===== src/rtl/core/hrp_pkg.sv =====
package hrp_pkg;

	// field kinds tagged on each byte
	localparam logic [2:0] KIND_METHOD   = 3'd0;
	localparam logic [2:0] KIND_URL      = 3'd1;
	localparam logic [2:0] KIND_PROTOCOL = 3'd2;
	localparam logic [2:0] KIND_HNAME    = 3'd3;
	localparam logic [2:0] KIND_HVALUE   = 3'd4;
	localparam logic [2:0] KIND_NONE     = 3'd5;

	// verdict codes
	localparam logic [2:0] ERR_NONE     = 3'd0;
	localparam logic [2:0] ERR_METHOD   = 3'd1;
	localparam logic [2:0] ERR_URL      = 3'd2;
	localparam logic [2:0] ERR_PROTOCOL = 3'd3;
	localparam logic [2:0] ERR_HLINE    = 3'd4;
	localparam logic [2:0] ERR_EMPTY    = 3'd5;
	localparam logic [2:0] ERR_TOO_MANY = 3'd6;

	// characters
	localparam logic [7:0] CH_CR    = 8'h0D;
	localparam logic [7:0] CH_LF    = 8'h0A;
	localparam logic [7:0] CH_COLON = 8'h3A;
	localparam logic [7:0] CH_SPACE = 8'h20;
	localparam logic [7:0] CH_SLASH = 8'h2F;

	localparam int GET_LEN   = 3;
	localparam int PROTO_LEN = 8;
	localparam logic [7:0] LIT_GET [GET_LEN] = '{8'h47, 8'h45, 8'h54};
	localparam logic [7:0] LIT_PROTO [PROTO_LEN] =
		'{8'h48, 8'h54, 8'h54, 8'h50, 8'h2F, 8'h31, 8'h2E, 8'h31};

	localparam int HDR_W = 7;
	localparam logic [HDR_W-1:0] HDR_SAT = 7'h7F;
	localparam int MAX_HEADERS_DEF = 127;
	localparam int QUEUE_DEPTH_DEF = 2;

	typedef enum logic [3:0] {
		PH_METHOD = 4'd0,
		PH_SEP1   = 4'd1,
		PH_URL    = 4'd2,
		PH_SEP2   = 4'd3,
		PH_PROTO  = 4'd4,
		PH_REST   = 4'd5,
		PH_HNAME  = 4'd6,
		PH_HCOLON = 4'd7,
		PH_HVALUE = 4'd8,
		PH_HBAD   = 4'd9
	} phase_t;

	// one classified input beat
	typedef struct packed {
		logic [7:0]           data;
		logic                 conn_end;
		logic                 is_cr;
		logic                 is_lf;
		logic                 is_space;
		logic                 is_colon;
		logic                 is_slash;
		logic [GET_LEN-1:0]   get_match;
		logic [PROTO_LEN-1:0] proto_match;
	} item_t;

endpackage


===== src/rtl/core/hrp_front.sv =====
module hrp_front (
	input  logic          clk,
	input  logic          arst_n,
	input  logic          in_valid,
	output logic          in_stall,
	input  logic [7:0]    data_byte,
	input  logic          conn_end,
	output logic          q_valid,
	input  logic          q_stall,
	output hrp_pkg::item_t q_item
);
	import hrp_pkg::*;

	item_t cls;
	logic  valid_s1;
	item_t item_s1;

	// classify the incoming byte against all literal positions
	always_comb begin
		cls.data     = data_byte;
		cls.conn_end = conn_end;
		cls.is_cr    = (data_byte == CH_CR);
		cls.is_lf    = (data_byte == CH_LF);
		cls.is_space = (data_byte == CH_SPACE);
		cls.is_colon = (data_byte == CH_COLON);
		cls.is_slash = (data_byte == CH_SLASH);
		for (int i = 0; i < GET_LEN; i++) begin
			cls.get_match[i] = (data_byte == LIT_GET[i]);
		end
		for (int i = 0; i < PROTO_LEN; i++) begin
			cls.proto_match[i] = (data_byte == LIT_PROTO[i]);
		end
	end

	assign in_stall = valid_s1 && q_stall;

	// input stage register
	always_ff @(posedge clk or negedge arst_n) begin
		if (!arst_n) begin
			valid_s1 <= 1'b0;
		end else if (!in_stall) begin
			valid_s1 <= in_valid;
		end
	end

	always_ff @(posedge clk) begin
		if (!in_stall && in_valid) begin
			item_s1 <= cls;
		end
	end

	assign q_valid = valid_s1;
	assign q_item  = item_s1;

endmodule


===== src/rtl/core/hrp_queue.sv =====
module hrp_queue #(
	parameter int DEPTH = hrp_pkg::QUEUE_DEPTH_DEF
) (
	input  logic           clk,
	input  logic           arst_n,
	input  logic           wr_valid,
	output logic           wr_stall,
	input  hrp_pkg::item_t wr_item,
	output logic           rd_valid,
	input  logic           rd_stall,
	output hrp_pkg::item_t rd_item
);
	import hrp_pkg::*;

	localparam int PTR_W = (DEPTH > 1) ? $clog2(DEPTH) : 1;
	localparam int CNT_W = $clog2(DEPTH + 1);
	localparam logic [PTR_W-1:0] PTR_LAST = PTR_W'(DEPTH - 1);
	localparam logic [CNT_W-1:0] CNT_FULL = CNT_W'(DEPTH);

	item_t            entry_q [DEPTH];
	logic [PTR_W-1:0] wr_ptr_q;
	logic [PTR_W-1:0] rd_ptr_q;
	logic [CNT_W-1:0] cnt_q;
	logic             push;
	logic             pop;

	assign wr_stall = (cnt_q == CNT_FULL);
	assign rd_valid = (cnt_q != '0);
	assign rd_item  = entry_q[rd_ptr_q];
	assign push     = wr_valid && !wr_stall;
	assign pop      = rd_valid && !rd_stall;

	// pointers and fill count
	always_ff @(posedge clk or negedge arst_n) begin
		if (!arst_n) begin
			wr_ptr_q <= '0;
			rd_ptr_q <= '0;
			cnt_q    <= '0;
		end else begin
			if (push) begin
				wr_ptr_q <= (wr_ptr_q == PTR_LAST) ? '0 : wr_ptr_q + 1'b1;
			end
			if (pop) begin
				rd_ptr_q <= (rd_ptr_q == PTR_LAST) ? '0 : rd_ptr_q + 1'b1;
			end
			if (push && !pop) begin
				cnt_q <= cnt_q + 1'b1;
			end else if (pop && !push) begin
				cnt_q <= cnt_q - 1'b1;
			end
		end
	end

	// entry storage
	always_ff @(posedge clk) begin
		if (push) begin
			entry_q[wr_ptr_q] <= wr_item;
		end
	end

endmodule


===== src/rtl/core/hrp_back.sv =====
module hrp_back #(
	parameter int MAX_HEADERS = hrp_pkg::MAX_HEADERS_DEF
) (
	input  logic           clk,
	input  logic           arst_n,
	input  logic           q_valid,
	output logic           q_stall,
	input  hrp_pkg::item_t q_item,
	output logic           out_valid,
	input  logic           out_stall,
	output logic [7:0]     byte_out,
	output logic [2:0]     field_kind,
	output logic [6:0]     header_index,
	output logic           request_done,
	output logic           request_ok,
	output logic [2:0]     error_code,
	output logic [6:0]     header_total
);
	import hrp_pkg::*;

	localparam logic [HDR_W:0] MAX_HDR = (HDR_W+1)'(MAX_HEADERS);

	// parse state
	phase_t           phase_q,   n_phase;
	logic [3:0]       lit_q,     n_lit;
	logic             skip_q,    n_skip;
	logic             lstart_q,  n_lstart;
	logic [HDR_W-1:0] hdr_q,     n_hdr;
	logic [2:0]       ferr_q,    n_ferr;
	logic [2:0]       lerr_q,    n_lerr;

	// result of the beat in work
	logic [7:0]       r_byte;
	logic [2:0]       r_kind;
	logic [HDR_W-1:0] r_idx;
	logic             r_done;
	logic [2:0]       r_err;
	logic [HDR_W-1:0] r_total;

	logic             out_valid_q;
	logic             pop;

	assign q_stall = out_valid_q && out_stall;
	assign pop     = q_valid && !q_stall;

	function automatic logic [2:0] note(input logic [2:0] cur, input logic [2:0] code);
		note = (cur == ERR_NONE) ? code : cur;
	endfunction

	// next parse state and tagged result
	always_comb begin
		logic [2:0] le;
		logic       in_head;
		le       = lerr_q;
		in_head  = (phase_q > PH_REST);
		n_phase  = phase_q;
		n_lit    = lit_q;
		n_skip   = skip_q;
		n_lstart = lstart_q;
		n_hdr    = hdr_q;
		n_ferr   = ferr_q;
		n_lerr   = lerr_q;
		r_byte   = q_item.data;
		r_kind   = KIND_NONE;
		r_idx    = in_head ? hdr_q : '0;
		r_done   = 1'b0;
		r_err    = ERR_NONE;
		r_total  = '0;

		if (q_item.conn_end || (!skip_q && lstart_q && (q_item.is_cr || q_item.is_lf))) begin
			// end of request: verdict, then start over
			if (q_item.conn_end) begin
				r_byte = '0;
				r_idx  = '0;
			end
			r_done   = 1'b1;
			r_err    = in_head ? ferr_q : ERR_EMPTY;
			r_total  = hdr_q;
			n_phase  = PH_METHOD;
			n_lit    = '0;
			n_skip   = 1'b0;
			n_lstart = 1'b1;
			n_hdr    = '0;
			n_ferr   = ERR_NONE;
			n_lerr   = ERR_NONE;
		end else if (skip_q) begin
			n_skip = 1'b0;
		end else if (q_item.is_cr || q_item.is_lf) begin
			// line end: commit line error
			case (phase_q)
				PH_METHOD: begin
					if (lit_q != 4'(GET_LEN)) le = note(le, ERR_METHOD);
					le = note(le, ERR_URL);
				end
				PH_SEP1:  le = note(le, ERR_URL);
				PH_URL,
				PH_SEP2:  le = note(le, ERR_PROTOCOL);
				PH_PROTO: begin
					if (lit_q != 4'(PROTO_LEN)) le = note(le, ERR_PROTOCOL);
				end
				PH_REST: ;
				default: begin
					if (phase_q != PH_HVALUE) le = note(le, ERR_HLINE);
					if (({1'b0, hdr_q} >= MAX_HDR) || (hdr_q == HDR_SAT)) begin
						le = note(le, ERR_TOO_MANY);
					end
					if (hdr_q != HDR_SAT) n_hdr = hdr_q + 1'b1;
				end
			endcase
			if (ferr_q == ERR_NONE) n_ferr = le;
			n_lerr   = ERR_NONE;
			n_phase  = PH_HNAME;
			n_lit    = '0;
			n_lstart = 1'b1;
			n_skip   = q_item.is_cr;
		end else begin
			n_lstart = 1'b0;
			case (phase_q)
				PH_METHOD: begin
					if (q_item.is_space) begin
						if (lit_q != 4'(GET_LEN)) n_lerr = note(lerr_q, ERR_METHOD);
						n_phase = PH_SEP1;
					end else begin
						r_kind = KIND_METHOD;
						if (lit_q < 4'(GET_LEN) && q_item.get_match[lit_q[1:0]]) begin
							n_lit = lit_q + 1'b1;
						end else begin
							n_lerr = note(lerr_q, ERR_METHOD);
						end
					end
				end
				PH_SEP1: begin
					if (!q_item.is_space) begin
						r_kind = KIND_URL;
						if (!q_item.is_slash) n_lerr = note(lerr_q, ERR_URL);
						n_phase = PH_URL;
					end
				end
				PH_URL: begin
					if (q_item.is_space) n_phase = PH_SEP2;
					else r_kind = KIND_URL;
				end
				PH_SEP2: begin
					// first protocol byte, compared at position zero
					if (!q_item.is_space) begin
						r_kind  = KIND_PROTOCOL;
						n_phase = PH_PROTO;
						if (q_item.proto_match[0]) begin
							n_lit = 4'd1;
						end else begin
							n_lit  = '0;
							n_lerr = note(lerr_q, ERR_PROTOCOL);
						end
					end
				end
				PH_PROTO: begin
					if (q_item.is_space) begin
						if (lit_q != 4'(PROTO_LEN)) n_lerr = note(lerr_q, ERR_PROTOCOL);
						n_phase = PH_REST;
					end else begin
						r_kind = KIND_PROTOCOL;
						if (lit_q < 4'(PROTO_LEN) && q_item.proto_match[lit_q[2:0]]) begin
							n_lit = lit_q + 1'b1;
						end else begin
							n_lerr = note(lerr_q, ERR_PROTOCOL);
						end
					end
				end
				PH_HNAME: begin
					if (q_item.is_colon) n_phase = PH_HCOLON;
					else r_kind = KIND_HNAME;
				end
				PH_HCOLON: n_phase = q_item.is_space ? PH_HVALUE : PH_HBAD;
				PH_HVALUE: r_kind = KIND_HVALUE;
				default: ;
			endcase
		end
	end

	// parse state registers, advanced once per beat taken
	always_ff @(posedge clk or negedge arst_n) begin
		if (!arst_n) begin
			phase_q  <= PH_METHOD;
			lit_q    <= '0;
			skip_q   <= 1'b0;
			lstart_q <= 1'b1;
			hdr_q    <= '0;
			ferr_q   <= ERR_NONE;
			lerr_q   <= ERR_NONE;
		end else if (pop) begin
			phase_q  <= n_phase;
			lit_q    <= n_lit;
			skip_q   <= n_skip;
			lstart_q <= n_lstart;
			hdr_q    <= n_hdr;
			ferr_q   <= n_ferr;
			lerr_q   <= n_lerr;
		end
	end

	// output register
	always_ff @(posedge clk or negedge arst_n) begin
		if (!arst_n) begin
			out_valid_q <= 1'b0;
		end else if (!q_stall) begin
			out_valid_q <= q_valid;
		end
	end

	always_ff @(posedge clk) begin
		if (pop) begin
			byte_out     <= r_byte;
			field_kind   <= r_kind;
			header_index <= r_idx;
			request_done <= r_done;
			request_ok   <= r_done && (r_err == ERR_NONE);
			error_code   <= r_err;
			header_total <= r_total;
		end
	end

	assign out_valid = out_valid_q;

endmodule


===== src/rtl/core/http_request_head_parser.sv =====
// HTTP request head parser.
// Input channel: in_valid / in_stall carry one beat per cycle, either a request
// byte on data_byte or a connection end flag on conn_end (byte ignored then).
// Output channel: out_valid / out_stall carry one tagged beat for every input
// beat: the byte, its field kind, header line index, and on the beat that ends
// the request the verdict (request_done, request_ok, error_code, header_total).
// Throughput is one beat per cycle while out_stall is low; the parse state updates once per beat.
// From input accept to out_valid a beat passes the input classify stage register,
// then the queue (QUEUE_DEPTH entries, two by default), then the parse stage,
// which loads its output register.
// When the receiver holds out_stall the output register holds its beat, the
// queue fills, and in_stall rises once the input stage has no room left.
// Reset (arst_n low) empties all stages and puts the parser at the start of
// a fresh request; after each finished request it starts over by itself.
module http_request_head_parser #(
	parameter int MAX_HEADERS = hrp_pkg::MAX_HEADERS_DEF,
	parameter int QUEUE_DEPTH = hrp_pkg::QUEUE_DEPTH_DEF
) (
	input  logic       clk,
	input  logic       arst_n,
	input  logic       in_valid,
	output logic       in_stall,
	input  logic [7:0] data_byte,
	input  logic       conn_end,
	output logic       out_valid,
	input  logic       out_stall,
	output logic [7:0] byte_out,
	output logic [2:0] field_kind,
	output logic [6:0] header_index,
	output logic       request_done,
	output logic       request_ok,
	output logic [2:0] error_code,
	output logic [6:0] header_total
);
	import hrp_pkg::*;

	logic  f_valid;
	logic  f_stall;
	item_t f_item;
	logic  b_valid;
	logic  b_stall;
	item_t b_item;

	// byte classification
	hrp_front u_front (
		.clk       (clk),
		.arst_n    (arst_n),
		.in_valid  (in_valid),
		.in_stall  (in_stall),
		.data_byte (data_byte),
		.conn_end  (conn_end),
		.q_valid   (f_valid),
		.q_stall   (f_stall),
		.q_item    (f_item)
	);

	// decoupling queue
	hrp_queue #(
		.DEPTH (QUEUE_DEPTH)
	) u_queue (
		.clk      (clk),
		.arst_n   (arst_n),
		.wr_valid (f_valid),
		.wr_stall (f_stall),
		.wr_item  (f_item),
		.rd_valid (b_valid),
		.rd_stall (b_stall),
		.rd_item  (b_item)
	);

	// parse state machine and output register
	hrp_back #(
		.MAX_HEADERS (MAX_HEADERS)
	) u_back (
		.clk          (clk),
		.arst_n       (arst_n),
		.q_valid      (b_valid),
		.q_stall      (b_stall),
		.q_item       (b_item),
		.out_valid    (out_valid),
		.out_stall    (out_stall),
		.byte_out     (byte_out),
		.field_kind   (field_kind),
		.header_index (header_index),
		.request_done (request_done),
		.request_ok   (request_ok),
		.error_code   (error_code),
		.header_total (header_total)
	);

endmodule

===== config.mk =====
export PLATFORM = sky130hd
export DESIGN_NAME = http_request_head_parser
export DESIGN_NICKNAME = d
export VERILOG_FILES = /design/src/rtl/core/hrp_pkg.sv /design/src/rtl/core/hrp_front.sv /design/src/rtl/core/hrp_queue.sv /design/src/rtl/core/hrp_back.sv /design/src/rtl/core/http_request_head_parser.sv
export SDC_FILE = /design/constraint.sdc
export NUM_CORES = 1
export LEC_CHECK = 0
export CAP_MARGIN = 20
export CORE_UTILIZATION = 40
export DETAILED_ROUTE_END_ITERATION = 6
export DONT_BUFFER_PORTS = 1
export HOLD_SLACK_MARGIN = 0.06
export PLACE_DENSITY = 0.53
export REMOVE_ABC_BUFFERS = 1
export SETUP_SLACK_MARGIN = 0.05
export SYNTH_ARGS = -nofsm -noshare
export SYNTH_HDL_FRONTEND = slang
export SYNTH_SLANG_ARGS = --single-unit

===== constraint.sdc =====
create_clock -name clk -period 7.88 [get_ports clk]
set_clock_uncertainty 0.05 [all_clocks]
set_input_delay 0.788 -clock clk [delete_from_list [all_inputs] [get_ports clk]]
set_output_delay 0.788 -clock clk [all_outputs]
set_load 0.005 [all_outputs]

# Word level (Yosys, flattened, before mapping)

Memories as Yosys holds them, arrays and structs flattened.
Cells that the tools add are included.
W data, S select, Z words.

Latch bits: 0
Register bits: 84
Memories: 1
Word-level logic and storage cells: 219
Memory bits (writable): 50
ROM bits: 0

Memory list:

| memory          | depth | width | rd ports | clocked after memory_dff | write ports | line            | source |
|---|---|---|---|---|---|---|---|
| u_queue.entry_q | 2     | 25    | 1        | 0                        | 1           | hrp_queue.sv:20 | `item_t entry_q [DEPTH];` |

Muxes and demuxes: 90
Multipliers: 0
Eq/ne operators: 42
Add/subtract/negate cells: 6
Reductions and logical operators: 46
Div/mod/pow operators: 0
Shift-type cells: 0
Magnitude comparators: 6
Bitwise logic cells: 0

Operators with widths:

| operator             | number |
|---|---|
| $mux W3              | 39 |
| $mux W4              | 17 |
| $mux W7              | 8 |
| $eq A8 B6 Y1 const B | 5 |
| $eq A8 B7 Y1 const B | 5 |
| $ne A4 B4 Y1 const B | 8 |
| $pmux W3 S5          | 2 |
| $pmux W4 S7          | 1 |
| $ne A4 B1 Y1 const B | 5 |
| $reduce_and A9 Y1    | 2 |
| $eq A4 B3 Y1 const B | 4 |
| $eq A8 B4 Y1 const B | 2 |
| $mux W8              | 2 |
| $logic_not A3 Y1     | 5 |
| $mux W1              | 15 |
| $logic_and A1 B1 Y1  | 12 |
| $pmux W3 S4          | 1 |
| $pmux W4 S3          | 1 |
| $ne A5 B2 Y1 const B | 2 |
| $reduce_bool A2 Y1   | 5 |
| $reduce_bool A9 Y1   | 1 |
| $eq A4 B2 Y1 const B | 2 |
| $ne A4 B2 Y1 const B | 2 |
| $reduce_and A8 Y1    | 1 |
| 32 further kinds     | 43 |

# Depth between registers and ports, before layout

Gate-level depths: netlist (run 1).

Depth after elaboration: 15
Mapped depth: 9
Gate-level depth less buffers: 8

# Cells and area by module

From an unflattened synthesis (run 1), not the netlist that was laid out.

Cells, all modules: 437
Area total of the unflattened synthesis: 5,925.7 µm²

Modules (own cells, without submodules):

| module    | area an instance (µm²) | times used | cells an instance | seq. area each (µm²) |
|---|---|---|---|---|
| hrp_back  | 2,944.1                | 1          | 287               | 1,502.7 |
| hrp_queue | 2,108.3                | 1          | 97                | 1,601.5 |
| hrp_front | 873.3                  | 1          | 53                | 655.6 |

# Worst setup path after synthesis (run 1)

No wires, ideal clock.

Path type: in2reg
Start: in out_stall
End: reg u_back.hdr_q[4]
Path buffers: 1
Slack: 5.012 ns
Arrival: 2.732 ns
Cell stages on the path: 7
Cells stage by stage: o2bb2ai_1 > inv_1 > o21a_1 > buf_2 > o21ai_1 > or4_1 > o211ai_1

Longest elaborated chain between the ends: 4

RTL lines:

| item                               | line                           | source |
|---|---|---|
| start, declared                    | http_request_head_parser.sv:26 | `input logic out_stall,` |
| $logic_and A1 B1 Y1                | hrp_back.sv:43                 | `assign q_stall = out_valid_q && out_stall;` |
| $logic_not A1 Y1                   | hrp_back.sv:44                 | `assign pop = q_valid && !q_stall;` |
| $logic_and A1 B1 Y1                | hrp_back.sv:44                 |  |
| named net u_back.pop               | hrp_back.sv:41                 | `logic pop;` |
| $reduce_and A5 Y1 (no source line) | -                              |  |
| end signal, assigned               | hrp_back.sv:195                | `hdr_q <= n_hdr;` |
| end, declared                      | hrp_back.sv:28                 | `logic [HDR_W-1:0] hdr_q, n_hdr;` |

The timed path passes the listed nets, and every way through them passes these cells.
A chain may end at the register's enable or synchronous reset.

# Worst setup path after layout (run 1)

Start: reg u_queue.cnt_q[0]
End: reg u_back.hdr_q[5]

Longest elaborated chain between the ends: 3

RTL lines:

| item                               | line            | source |
|---|---|---|
| start, declared                    | hrp_queue.sv:23 | `logic [CNT_W-1:0] cnt_q;` |
| start signal, assigned             | hrp_queue.sv:47 | `cnt_q <= cnt_q + 1'b1;` |
| start signal, assigned             | hrp_queue.sv:49 | `cnt_q <= cnt_q - 1'b1;` |
| $reduce_bool A2 Y1                 | hrp_queue.sv:28 | `assign rd_valid = (cnt_q != '0);` |
| $logic_and A1 B1 Y1                | hrp_back.sv:44  |  |
| named net u_back.pop               | hrp_back.sv:41  |  |
| $reduce_and A5 Y1 (no source line) | -               |  |

The timed path passes the listed nets, and every way through them passes these cells.

==> impl_metrics.yaml, run 1 <==
cells_and_area:
  multi_input_area_um2: 1837
  finalInstanceArea_um2: 6292
  nFillCells: 1172
  post-route-util: 0.4733
  final_common_cell: "edfxtp_1"
  diodes: 0
  layout_common_cells: "93 x edfxtp_1, 39 x nor2_1, 29 x nand2_1, 28 x dfrtp_1, 19 x mux2i_1"
  final-seq-area_um2: 3520
  nets: 448
  areaGrowthSynthToFinish_pct: 14.69
  drive_gt1_frac: 0.1129
logic_synthesis:
  yosysTopAreaCell: "edfxtp_1"
  synth_seq_area_share: 0.6415
  yosys-top-cells-area: "edfxtp_1 51%, dfrtp_1 13%, mux2i_1 3.5%, nor2_1 2.7%, and2_1 2.1%"
  async_flop_share: 0.2377
  yosys.area.top_type_share: 0.5090
  syn_area_um2: 5487
  yosysWarnings: 0
  syn_inst: 428
  ys_ff_latch: 122
  synthFlopType: "edfxtp_1"
  syn_area_per_cell_um2: 12.82
  synth-edff-count: 93
  yosysUniqueCellTypes: 68
route:
  wl_per_cell_um: 16.89
  dr_total_vias: 3337
  wirelength_um: 10460
  drtPass1Iterations: 4
  viasPerCell: 5.391
  final_antenna_net_count: 0
  drc_errors: 0
  drtIter0Drc: 232
pwr:
  vdd_drop_max_mv: 0.2684
  p_per_area_nw_per_um2: 399.4
  power.leakage_nw: 2.276
hold_path:
  min_path_type: "input port to async pin"
worst_setup_path:
  crit_required_ns: 8.12
  rrSetupSlack_ns: 5.14
  max_stage_delay_ns: 0.44
  reg2reg_depth: 7
  critical_path.endpoint_type: "register"
  arrival_ns: 2.98
  critPathKind: "register to register"
  crit_fanout: 32
  r2r_end: "u_back.hdr_q[5]$_DFFE_PN0P_"
  crit_chain: "o2bb2ai_1 -> inv_1 -> buf_4 -> o21a_1 -> o21ai_1 -> or2_2 -> o41ai_1"
  crit_cells: 7
  cp.buffers_inverters: 2
  crit_family: "compound AO/OA/AOI/OAI gates"
  cp_slowest_cell: "dfrtp_1"
  start_kind: "register"
  crit-reg2reg-launch: "u_queue.cnt_q[0]$_DFFE_PN0P_"
floorplan:
  core-area_um2: 13300
  io_pins: 45
  start_util: 0.4127
  die-area_um2: 14190
  fp-row-count: 42
  die_w_um: 119.1
  die_y_um: 119.1
global_route:
  grt_pass1_wl_um: 17180
  grt_pass1_vias: 3319
  grt_max_degree: 33
  antenna_found_initial: 0
  grt_use_total: 0.1619
  grt-ovfl-total: 0
sta:
  finalHoldViolations: 0
  setup-tns-final_ns: 0
  period_needed_ns: 2.739
  max_slew_margin: 0.3149
  worstMarginPinSlew_ns: 1.028
  final.period_utilization: 0.3476
  rsz0062_at_grt: "false"
  max_freq_ghz: 0.3651
  setup_violations: 0
  maxSlewViolCount: 0
  fin_ws_ns: 5.141
clock_network:
  clkTransAtPathRegs_ns: 0.05
  clkSinkCount: 122
  cts.root.buffer_cell: "clkbuf_16"
  clk_path_buf_depth: 2
  post_cts_buffers: 0
  cts_tree: "built"
  htree_levels: 4
  clock_latency_ns: 0.41
  numCtsBuffers: 17
placement:
  portBuffers: 0
  placed_area_um2: 5668
  gp_congestion: 0.8018
  dp_slack_ns: 4.786
  hpwl_um: 6932
run_status:
  outcome: "complete, no violations"
flow_run:
  cap_violations: 0
[metrics by stage]
stage	total power [mW]	std cells	hold WS, ns
floorplan	1.523	407	0.3715
global placement	1.711	586	0.3745
detailed placement	1.736	587	0.3835
CTS	2.539	619	0.1361
global route	2.657	619	0.1401
finish	2.513	619	0.1428
[sequential cells by signal, summed over array words and instances, names as in the netlist, 3 cells and up]
register and cells:
u_back.error_code 3, u_back.field_kind 3, u_back.ferr_q 3, u_back.hdr_q 7, u_queue.entry_q 42, u_back.lit_q 4
u_front.q_item 21, u_back.lerr_q 3, u_back.header_index 7, u_back.phase_q 4, u_back.byte_out 8, u_back.header_total 7
[worst max path at each step]
| stage | start | endpoint |
|---|---|---|
| 5_1_grt | u_queue.rd_ptr_q$_DFFE_PN0P_ | u_back.phase_q[2]$_DFFE_PN0P_ |
| 2_1_floorplan | u_queue.rd_ptr_q$_DFFE_PN0P_ | u_back.hdr_q[4]$_DFFE_PN0P_ |
| 3_5_place_dp | out_stall | u_back.hdr_q[5]$_DFFE_PN0P_ |
| 4_1_cts | u_queue.cnt_q[0]$_DFFE_PN0P_ | u_back.hdr_q[5]$_DFFE_PN0P_ |
| 6_report | u_queue.cnt_q[0]$_DFFE_PN0P_ | u_back.hdr_q[5]$_DFFE_PN0P_ |
| 3_3_place_gp | out_stall | u_back.hdr_q[4]$_DFFE_PN0P_ |
[what timing repair did]
action,4_1_cts,5_1_grt
endpoints found under the hold margin,28,0
gates resized for setup,0,0
hold buffers,1,0
[report_power, final]
group,leakage (nW),switching (mW),internal [mW]
clock,0.291,0.269,0.522
combinational,0.709,0.398,0.254
sequential,1.28,0.134,0.936
[cell type report]
cell class              count  share of cell area
clock buffers              17             0.06761
multi-input cells         274              0.2919
flip-flops and latches    122              0.5594
inverters                  11            0.006562
clock inverters            14             0.02844
well taps                 176             0.03500
repair buffers              5             0.01114
[Yosys cell counts (all sizes together) (3+ instances only)]
library cell  number
nor2              40
nor3              13
buf                6
nand2             29
inv               11
nor4b              6
nand4              5
mux2i             19
nand3              8
dfrtp             28
mux2               5
edfxtp            93
a22oi              3
a21oi             14
o21ai             16
mux4               3
nor4               6
o41ai              3
ha                 4
o31ai              6
clkbuf            15
nor3b              5
xnor2              4
xor2               4
o21a               3
nand2b             7
and2b              3
nand3b             5
or4                3
or3                3
a31oi              3
and2              18
and3               3
[metal layers]
layer / share of wire / vias up / GRT usage
met2: 0.47 / 88 / 0.2464
met3: 0.051 / 19 / 0.05364
met4: 0.024 / 0 / 0.08940
met1: 0.45 / 1609 / 0.2030
li1: - / 1621 / -
met5: 0 / - / 0
[cell families after synthesis]
| group | count (synthesis) | synth area share |
|---|---|---|
| AO/OA/AOI/OAI | 73 | 0.09327 |
| adder cells (fa/ha/maj) | 4 | 0.009122 |
| XOR/XNOR | 8 | 0.01277 |
| multiplexers | 27 | 0.05929 |
| buffers and inverters | 32 | 0.02622 |
| AND/OR/NAND/NOR | 162 | 0.1578 |
| flip-flops | 122 | 0.6415 |
No activity file was read; power rests on OpenSTA's default activity.
==> inputs of run 2 (changes only) <==
==> constraint.sdc (replaced) <==
create_clock -name clk -period 2.8 [get_ports clk]
set_clock_uncertainty 0.05 [all_clocks]
set_input_delay 0.28 -clock clk [delete_from_list [all_inputs] [get_ports clk]]
set_output_delay 0.28 -clock clk [all_outputs]
set_load 0.005 [all_outputs]
==> run 2 against run 1 <==
Final cell count up 4.7%. Clock-buffer cell count grew 3. Hold slack got worse by 0.052 ns. Sequential power rose to 2.8 times the previous value. Non-clock buffer count grew 28. Clock power increased to 2.8 times the previous value. Flip-flop and latch count is the same. Fmax grew 10%.
==> impl_metrics.yaml, run 2 (synthesized netlist as in run 1, its figures left out) <==
run_status:
  outcome: "complete, no violations"
pwr:
  p_switching_mw: 2.336
  seq_power_share: 0.419
  power.leakage_nw: 2.402
  netSwitchingFraction: 0.3216
  p_int_mw: 4.927
  p_per_area_nw_per_um2: 1114
  p_comb_frac: 0.271
  p_clk_frac: 0.310
  vdd_drop_max_mv: 0.4704
floorplan:
  die_w_um: 119.1
  fp-row-count: 42
  core-area_um2: 13300
  die_y_um: 119.1
  start_util: 0.4127
  io_pins: 45
  die-area_um2: 14190
global_route:
  grt_max_degree: 30
  grt_pass1_wl_um: 18510
  grt_use_total: 0.1735
  grt_pass1_vias: 3595
  antenna_found_initial: 0
  grt-ovfl-total: 0
sta:
  max_freq_ghz: 0.4027
  maxSlewViolCount: 0
  max_slew_margin: 0.5502
  rsz0062_at_grt: "false"
  worstMarginPinSlew_ns: 0.6696
  finalHoldViolations: 0
  fin_ws_ns: 0.3165
  holdWs_ns: 0.09039
  setup_violations: 0
  final.period_utilization: 0.8870
  period_needed_ns: 2.484
placement:
  portBuffers: 0
  gp_congestion: 0.8559
  placed_area_um2: 5768
  dp_slack_ns: 0.3455
  hpwl_um: 7544
cells_and_area:
  finalInstanceArea_um2: 6518
  nFillCells: 1178
  diodes: 0
  drive_gt1_frac: 0.1419
  layout_common_cells: "93 x edfxtp_1, 39 x nor2_1, 29 x nand2_1, 28 x dfrtp_1, 20 x buf_4"
  top_register: "u_queue.entry_q"
  areaGrowthSynthToFinish_pct: 18.79
  largest_reg_flops: 42
  nets: 476
  final_common_cell: "edfxtp_1"
route:
  drc_errors: 0
  final_antenna_net_count: 0
  drtPass1Iterations: 5
  dr_total_vias: 3511
  wirelength_um: 11290
  viasPerCell: 5.418
  drtIter0Drc: 211
  wl_per_cell_um: 17.42
clock_network:
  numCtsBuffers: 17
  cts_hold_buffers: 13
  post_cts_buffers: 0
  clkSinkCount: 122
  cts_resized: 0
  clk_path_buf_depth: 2
  clkTransAtPathRegs_ns: 0.06
  clock_latency_ns: 0.41
  cts_tree: "built"
  htree_levels: 4
  cts.root.buffer_cell: "clkbuf_16"
worst_setup_path:
  arrival_ns: 2.72
  crit_required_ns: 3.04
  critPathKind: "register to register"
  critical_path.endpoint_type: "register"
  start_kind: "register"
  crit_fanout: 14
hold_path:
  min_path_type: "input port to register"
flow_run:
  cap_violations: 0
## run 2: power groups by stage
stage	registers [mW]	clock network, mW	logic (mW)
final	3.04	2.25	1.97
after global routing	3.12	2.38	2.19
after CTS	3.05	2.30	1.98
after detailed placement	3.08	0	1.94
after global placement	3.07	0	1.91
after floorplan	2.99	0	1.30
## run 2: metrics by stage
step / setup TNS, ns / power, mW / cells / utilization
floorplan: -0.9556 / 4.285 / 407 / -
global placement: 0 / 4.980 / 603 / 0.4338
detailed placement: 0 / 5.015 / 603 / 0.4338
CTS: 0 / 7.327 / 648 / 0.4902
global route: 0 / 7.687 / 648 / 0.4902
finish: 0 / 7.264 / 648 / 0.4902
## run 2: final cells by class
| class | count | area, um2 | share of cell area |
|---|---|---|---|
| Sequential cell | 122 | 3520 | 0.5400 |
| Clock buffer | 20 | 436.7 | 0.06700 |
| Inverter | 11 | 41.29 | 0.006335 |
| Clock inverter | 12 | 172.7 | 0.02649 |
| Tap cell | 176 | 220.2 | 0.03379 |
| Timing Repair Buffer | 33 | 290.3 | 0.04454 |
| Multi-Input combinational cell | 274 | 1837 | 0.2818 |
## run 2: final timing paths
check / slack [ns] / startpoint / to / cells after the start
max: 0.32 / u_queue.rd_ptr_q$_DFFE_PN0P_ / u_back.lit_q[2]$_DFFE_PN0P_ / 7
min: 0.09 / data_byte[3] / u_front.q_item[14]$_DFFE_PP_ / 2
max reg2reg: 0.32 / u_queue.rd_ptr_q$_DFFE_PN0P_ / u_back.lit_q[2]$_DFFE_PN0P_ / 7
min reg2reg: 0.40 / u_front.q_item[4]$_DFFE_PP_ / u_queue.entry_q[0][11]$_DFFE_PP_ / 0
max in group asynchronous: 2.20 / arst_n / u_back.lstart_q$_DFFE_PN1P_ / 2
min in group asynchronous: 0.26 / arst_n / u_front.q_valid$_DFFE_PN0N_ / 2
## run 2: layer usage
metal  vias to the layer above  track usage  part of all wire
met4                         0      0.09177             0.026
met5                         -            0                 0
met1                      1699       0.2206              0.46
li1                       1687            -                 -
met3                        24      0.05077             0.043
met2                       101       0.2674              0.48
## run 2: critical path, stage by stage (launching register included)
cell	delay, ns
dfrtp_1	0.69
buf_4	0.28
and2b_1	0.19
a22oi_1	0.19
a32oi_1	0.16
a221oi_2	0.48
o32ai_1	0.17
o2bb2ai_1	0.15
==> inputs of run 3 (changes only) <==
--- a/config.mk
+++ b/config.mk
@@ -7,8 +7,10 @@
 export LEC_CHECK = 0
 export CAP_MARGIN = 20
 export CORE_UTILIZATION = 40
+export CTS_BUF_LIST = sky130_fd_sc_hd__clkbuf_8
 export DETAILED_ROUTE_END_ITERATION = 6
 export DONT_BUFFER_PORTS = 1
+export GPL_TIMING_DRIVEN = 0
 export HOLD_SLACK_MARGIN = 0.06
 export PLACE_DENSITY = 0.53
 export REMOVE_ABC_BUFFERS = 1
==> run 3 against run 2 <==
Hold slack better by 0.0069 ns. Clock power is 27% lower. Flip-flop and latch count is the same. Clock-buffer cell count down 3. Global-route usage shrank 0.80 points. Sequential share of layout area rose by 2.1 points. Die area unchanged. Non-clock buffer count down 16. Highest routed layer unchanged. Sequential power is essentially flat. Combinational power decreased by 4%.
==> impl_metrics.yaml, run 3 (synthesized netlist as in run 1, its figures left out) <==
run_status:
  outcome: "complete, no violations"
route:
  drc_errors: 0
  dr_total_vias: 3441
  drtPass1Iterations: 4
  final_antenna_net_count: 0
  drtIter0Drc: 255
  wl_per_cell_um: 17.09
  wirelength_um: 10800
  viasPerCell: 5.445
clock_network:
  cts.root.buffer_cell: "clkbuf_8"
  clk_path_buf_depth: 2
  htree_levels: 4
  numCtsBuffers: 17
  clkSinkCount: 122
  clkTransAtPathRegs_ns: 0.07
  cts_tree: "built"
  clock_latency_ns: 0.44
sta:
  finalHoldViolations: 0
  max_slew_margin: 0.3339
  worstMarginPinSlew_ns: 0.9992
  rsz0062_at_grt: "false"
  final.period_utilization: 0.9212
  period_needed_ns: 2.579
  max_freq_ghz: 0.3877
  maxSlewViolCount: 0
  setup_violations: 0
worst_setup_path:
  cp_slowest_cell: "dfrtp_4"
  crit_required_ns: 3.11
  critical_path.endpoint_type: "register"
  crit_family: "compound AO/OA/AOI/OAI gates"
  crit_fanout: 20
  max_stage_delay_ns: 0.60
  cp.buffers_inverters: 2
  critPathKind: "register to register"
  start_kind: "register"
  arrival_ns: 2.89
  path_common_cell: "buf_8"
  crit_chain: "buf_8 -> nor3b_2 -> o41ai_4 -> buf_8 -> o21ai_1 -> or4_1 -> o211ai_1"
cells_and_area:
  nFillCells: 1193
  nets: 460
  top_register: "u_queue.entry_q"
  areaGrowthSynthToFinish_pct: 14.37
  post-route-util: 0.4720
  layout_common_cells: "93 x edfxtp_1, 39 x nor2_1, 29 x nand2_1, 27 x dfrtp_1"
  stdcell_count: 632
  final_common_cell: "edfxtp_1"
  drive_gt1_frac: 0.1206
  diodes: 0
  largest_reg_flops: 42
pwr:
  p_per_area_nw_per_um2: 1053
  power.leakage_nw: 2.246
  seq_power_share: 0.465
  p_int_mw: 4.361
  vdd_drop_max_mv: 0.3782
  p_comb_frac: 0.288
  p_switching_mw: 2.248
  netSwitchingFraction: 0.3401
  p_clk_frac: 0.248
hold_path:
  min_path_type: "input port to register"
global_route:
  gr-max-usage-layer: "met2"
  grt_use_total: 0.1655
  grt_use_met3: 0.05268
  grt_use_met2: 0.2525
  grt_pass1_wl_um: 17530
  grt_pass1_vias: 3345
  antenna_found_initial: 0
  grt_max_degree: 30
  grt-ovfl-total: 0
  grt_use_met1: 0.2091
floorplan:
  die-area_um2: 14190
  fp-row-count: 42
  io_pins: 45
  start_util: 0.4127
  die_y_um: 119.1
  die_w_um: 119.1
  core-area_um2: 13300
placement:
  dp_cells: 587
  hpwl_um: 7232
  portBuffers: 0
  gp_congestion: 0.8337
flow_run:
  cap_violations: 0
-- run 3: layout make-up --
class | instances | area [um2] | share of cell area
clock buffers | 17 | 234.0 | 0.03729
clock inverters | 15 | 183.9 | 0.02931
inverters | 11 | 45.04 | 0.007178
multi-input cells | 274 | 1859 | 0.2963
flip-flops and latches | 122 | 3523 | 0.5615
well taps | 176 | 220.2 | 0.03509
repair buffers | 17 | 209.0 | 0.03330
-- run 3: what timing repair did --
item                                   4_1_cts  5_1_grt
hold buffers                                13        0
resized for setup                            3        6
setup endpoints to repair                   13       11
buffers inserted                             0        0
endpoints found under the hold margin       51        0
-- run 3: path summary, 6_finish.rpt --
check                           slack (ns)                    startpoint                          endpoint  cells past startpoint
worst min-delay path                   0.1                  data_byte[4]      u_front.q_item[12]$_DFFE_PP_                      1
min in group asynchronous             0.24                        arst_n      u_back.lerr_q[1]$_DFFE_PN0P_                      2
max in group asynchronous             2.23                        arst_n       u_back.lstart_q$_DFFE_PN1P_                      2
worst max-delay path                  0.22  u_queue.rd_ptr_q$_DFFE_PN0P_       u_back.hdr_q[4]$_DFFE_PN0P_                      7
worst max register to register        0.22  u_queue.rd_ptr_q$_DFFE_PN0P_       u_back.hdr_q[4]$_DFFE_PN0P_                      7
worst min register to register        0.40  u_front.q_item[12]$_DFFE_PP_  u_queue.entry_q[0][12]$_DFFE_PP_                      0
-- run 3: metal layers --
layer  routed length (um)  up-vias
li1                     -     1645
met1                 4765     1680
met2                 5236       95
met3                  551       21
met4                  248        0
met5                    0        -
-- run 3: power groups by stage --
stage,Clock (mW),Sequential (mW),Combinational (mW)
CTS,1.68,3.07,1.89
global placement,0,3.12,1.67
detailed placement,0,3.10,1.85
floorplan,0,2.99,1.30
global route,1.76,3.15,2.10
finish,1.64,3.07,1.90
-- run 3: metrics by stage --
step	TNS [ns]	instance area, um2	hold slack, ns	total power [mW]	setup slack (ns)
final	0	6275	0.09733	6.608	0.2205
after CTS	0	6256	0.06845	6.644	0.01856
after detailed placement	-1.263	5687	-0.06497	4.949	-0.2123
after global placement	-23.99	5604	-0.06500	4.786	-1.487
after floorplan	-0.9556	5384	-0.06559	4.285	-0.3481
after global routing	0	6275	0.06578	7.004	0.04998
